File: config.mk
export PLATFORM = sky130hd
export DESIGN_NAME = spsp_front
export DESIGN_NICKNAME = d
export VERILOG_FILES = /design/src/hw/rtl/spsp_pkg.sv /design/src/hw/rtl/spsp_front.sv
export SDC_FILE = /design/constraint.sdc
export NUM_CORES = 1
export LEC_CHECK = 0
export ABC_AREA = 1
export BUFFER_PORTS_ARGS = -buffer_cell sky130_fd_sc_hd__buf_2
export CORE_MARGIN = 10
export CORE_UTILIZATION = 55
export CTS_CLUSTER_DIAMETER = 120
export DETAILED_ROUTE_END_ITERATION = 8
export PLACE_DENSITY_LB_ADDON = 0.1
export SYNTH_ARGS = -nofsm -noshare
export SYNTH_HDL_FRONTEND = slang
export SYNTH_SLANG_ARGS = --single-unit
File: constraint.sdc
create_clock -name clock -period 2.8 [get_ports clock]
set_input_delay 0.14 -clock clock [delete_from_list [all_inputs] [get_ports clock]]
set_output_delay 0.14 -clock clock [all_outputs]
set_load 0.01 [all_outputs]
File: src/hw/rtl/spsp_pkg.sv
// ----------------------------------------------------------------------------
// spsp_pkg
// Shared types and constants of the superpixel seed placement block.
// ----------------------------------------------------------------------------
package spsp_pkg;

   localparam int DEF_MAX_WIDTH          = 128;
   localparam int DEF_MAX_HEIGHT         = 128;
   localparam int DEF_MAX_CELLS_PER_SIDE = 32;

   localparam int QUEUE_DEPTH = 4;
   localparam int QPTR_W      = $clog2(QUEUE_DEPTH);
   localparam int QCNT_W      = $clog2(QUEUE_DEPTH + 1);

   // internal coordinate width, covers dimensions up to 4095
   localparam int COORD_W = 12;
   localparam int SCORE_W = 11;
   localparam int BEST_W  = 18;

   localparam logic OP_WRITE  = 1'b0;
   localparam logic OP_SEARCH = 1'b1;

   localparam logic [1:0] CSR_IMAGE_WIDTH  = 2'd0;
   localparam logic [1:0] CSR_IMAGE_HEIGHT = 2'd1;
   localparam logic [1:0] CSR_PATCH_SIZE   = 2'd2;

   typedef struct packed {
      logic       operation;
      logic [6:0] pixel_x;
      logic [6:0] pixel_y;
      logic [7:0] gray_value;
      logic [4:0] cell_col;
      logic [4:0] cell_row;
   } item_type;

   typedef struct packed {
      logic [7:0] image_width;
      logic [7:0] image_height;
      logic [6:0] patch_size;
   } cfg_type;

endpackage

File: src/hw/rtl/spsp_front.sv
// ----------------------------------------------------------------------------
// spsp_front
// Accepts commands and holds them in a short queue for the search engine.
// ----------------------------------------------------------------------------
module spsp_front
   import spsp_pkg::*;
(
   input  logic     clock,
   input  logic     reset,
   input  logic     start,
   input  item_type push_item,
   output logic     busy,
   input  logic     pop,
   output logic     pop_valid,
   output item_type pop_item
);

   item_type            queue_ff [QUEUE_DEPTH];
   logic [QPTR_W-1:0]   wr_ptr_ff, wr_ptr_in;
   logic [QPTR_W-1:0]   rd_ptr_ff, rd_ptr_in;
   logic [QCNT_W-1:0]   count_ff, count_in;
   logic                push, do_pop;

   assign busy      = (count_ff == QCNT_W'(QUEUE_DEPTH));
   assign pop_valid = (count_ff != '0);
   assign pop_item  = queue_ff[rd_ptr_ff];
   assign push      = start && !busy;
   assign do_pop    = pop && pop_valid;

   always_comb begin
      wr_ptr_in = push   ? QPTR_W'(wr_ptr_ff + 1'b1) : wr_ptr_ff;
      rd_ptr_in = do_pop ? QPTR_W'(rd_ptr_ff + 1'b1) : rd_ptr_ff;
      count_in  = count_ff;
      if (push && !do_pop) begin
         count_in = QCNT_W'(count_ff + 1'b1);
      end else if (do_pop && !push) begin
         count_in = QCNT_W'(count_ff - 1'b1);
      end
   end

   always_ff @(posedge clock) begin
      if (reset) begin
         wr_ptr_ff <= '0;
         rd_ptr_ff <= '0;
         count_ff  <= '0;
      end else begin
         wr_ptr_ff <= wr_ptr_in;
         rd_ptr_ff <= rd_ptr_in;
         count_ff  <= count_in;
      end
   end

   always_ff @(posedge clock) begin
      if (push) begin
         queue_ff[wr_ptr_ff] <= push_item;
      end
   end

endmodule

==> flow_summary.json <==
{
  "outcome": "finished, final reports clean",
  "power-per-cell-area_mw_per_mm2": 926,
  "cts_buffers": 17,
  "holdWs_ps": 380,
  "yosysWarnings": 0,
  "synth.area.top_cells": "edfxtp_1 (73%), nor2_1 (5.6%), o21ai_0 (4.5%)",
  "hold_path_class": "in2reg",
  "finalNonFillerCells": 651,
  "syn_avg_cell_area_um2": 13.9,
  "place_ws_ps": 655,
  "dpl_cell_area_mm2": 0.00587,
  "via_per_inst": 5.25,
  "io_pins": 72,
  "seq_area_frac_synth": 0.767,
  "start_util": 0.558,
  "fin_ws_ps": 410,
  "worst_skew_pair.late_latency_ps": 510,
  "num_rows": 36,
  "synth_edf_count": 132,
  "finalHoldViolCount": 0,
  "post_cts_buffers": 0,
  "grt_pass1_wl_um": 18300,
  "ant_nets": 0,
  "rsz0062_at_grt": "false",
  "leakage_nw": 2.51,
  "ctsLongestPathBuffers": 2,
  "stdcell_area_mm2": 0.00684,
  "fin_nets": 548,
  "synth.largest_area_cell": "edfxtp_1",
  "core_mm2": 0.00968,
  "drt-initial-drc-count": 310,
  "synth_ff_type": "edfxtp_1",
  "drive_gt1_frac": 0.230,
  "postLayoutCoreUtil": 0.706,
  "cts.reportedPaths.clkPinSlew_ps": 70,
  "setup_violations": 0,
  "dieArea_mm2": 0.0142,
  "h-tree-depth": 4,
  "cts.sinks": 141,
  "regArea_mm2": 0.00415,
  "grt_max_degree": 67,
  "wirelength_um": 11400,
  "synth.net_count": 431,
  "cts_tree": "yes",
  "end_kind": "primary output",
  "dr.pass1.iters": 5,
  "fmax_ghz": 0.418,
  "layout_commonest_cell": "edfxtp_1",
  "antenna_found_initial": 0,
  "synth_seq_cells": 141,
  "power_mw": 6.33,
  "cp_data_required_time_ps": 2660,
  "finalCritPeriodShare": 0.854,
  "drc": 0,
  "ys_types": 20,
  "die-width_um": 119,
  "period_needed_ps": 2390,
  "grt-ovfl-total": 0,
  "area_growth_pct": 26.5,
  "cp-start-kind": "flop",
  "irDropWorstVdd_mv": 0.662,
  "finalMaxSlewViolations": 0,
  "numPortBuffers": 71,
  "placed_cells": 582,
  "synth_top_area_share": 0.733,
  "synth.cell_area_mm2": 0.00541,
  "diodes": 0,
  "grt_pass1_vias": 3596,
  "setup.worst_path.class": "reg2out",
  "fin_tns_setup_ps": 0,
  "finClkSkew_ps": 8.28,
  "final_cell_mix": "edfxtp_1 (132), nor2_1 (76), buf_2 (71)",
  "critPathArrivalTime_ps": 2250,
  "async_flop_share": 0,
  "grt_util_all_layers": 0.162,
  "rr_startpoint": "count_ff[1]",
  "synthCells": 388,
  "cap_violations": 0,
  "die_h_um": 119,
  "worst_pin_slew_ps": 694,
  "vias": 3419,
  "slew-limit-headroom": 0.536,
  "multi_input_area_mm2": 0.00106,
  "dpl.hpwl_um": 6530,
  "gp_congestion": 0.711,
  "fill_cells": 692,
  "post_drt_wl_per_cell_um": 17.5,
  "holdCritStartpoint": "push_item[23]",
  "root_buffer": "clkbuf_8",
  "cp_max_fo": 33
}
## worst max-delay path: stages (launching register included)
cell	delay (ps)
dfxtp_1	760
inv_2	450
o21ai_1	230
o22ai_1	120
buf_2	160
## cells by family after synthesis
family | Yosys count | synth area share
AO/OA/AOI/OAI | 103 | 0.103
XOR/XNOR | 1 | 0.00162
adder cells (fa/ha/maj) | 6 | 0.0153
buffers and inverters | 37 | 0.0424
flip-flops | 141 | 0.767
AND/OR/NAND/NOR | 100 | 0.0711
## report_power, final
group	total (mW)	internal (mW)	switching, mW
Combinational	1.44	0.508	0.935
Sequential	2.65	2.57	0.0834
Clock	2.24	1.37	0.869
## cell usage after synthesis (2+ instances only)
cell type	instances
o21ai_1	18
o21ai_0	49
clkbuf_2	2
nor2_1	80
edfxtp_1	132
buf_6	9
nand3_1	4
buf_2	7
o22ai_1	33
inv_1	15
a21oi_1	3
inv_2	2
ha_1	5
dfxtp_1	9
nand2_1	15
## sequential cells by signal, summed over array words and instances, names as in the netlist, named ones only
name       cells
rd_ptr_ff      2
wr_ptr_ff      2
queue_ff     132
count_ff       3
## metal layers
metal | share of wire | GRT usage | wire, um
met2 | 0.49 | 0.262 | 5630
met3 | 0.066 | 0.0482 | 752
met4 | 0.014 | 0.0664 | 162
met5 | 0 | 0 | 0
met1 | 0.42 | 0.198 | 4830
## timing repair
item,4_1_cts,5_1_grt
hold buffers,37,0
gates resized for setup,0,0
endpoints found under the hold margin,141,0
## layout make-up
type	count	share of cell area
Clock buffer	17	0.0606
Clock inverter	15	0.0271
Inverter	17	0.00933
Multi-Input combinational cell	210	0.155
Sequential cell	141	0.606
Tap cell	133	0.0243
Timing Repair Buffer	118	0.117
## worst paths after layout
check                         end  slack (ps)  depth (start not counted)
setup / recovery      pop_item[5]         410                          4
setup reg to reg      count_ff[1]         640                          9
hold reg to reg      rd_ptr_ff[1]         520                          2
hold / removal    queue_ff[3][23]         380                          2
Power figures use the tool's default switching activity.
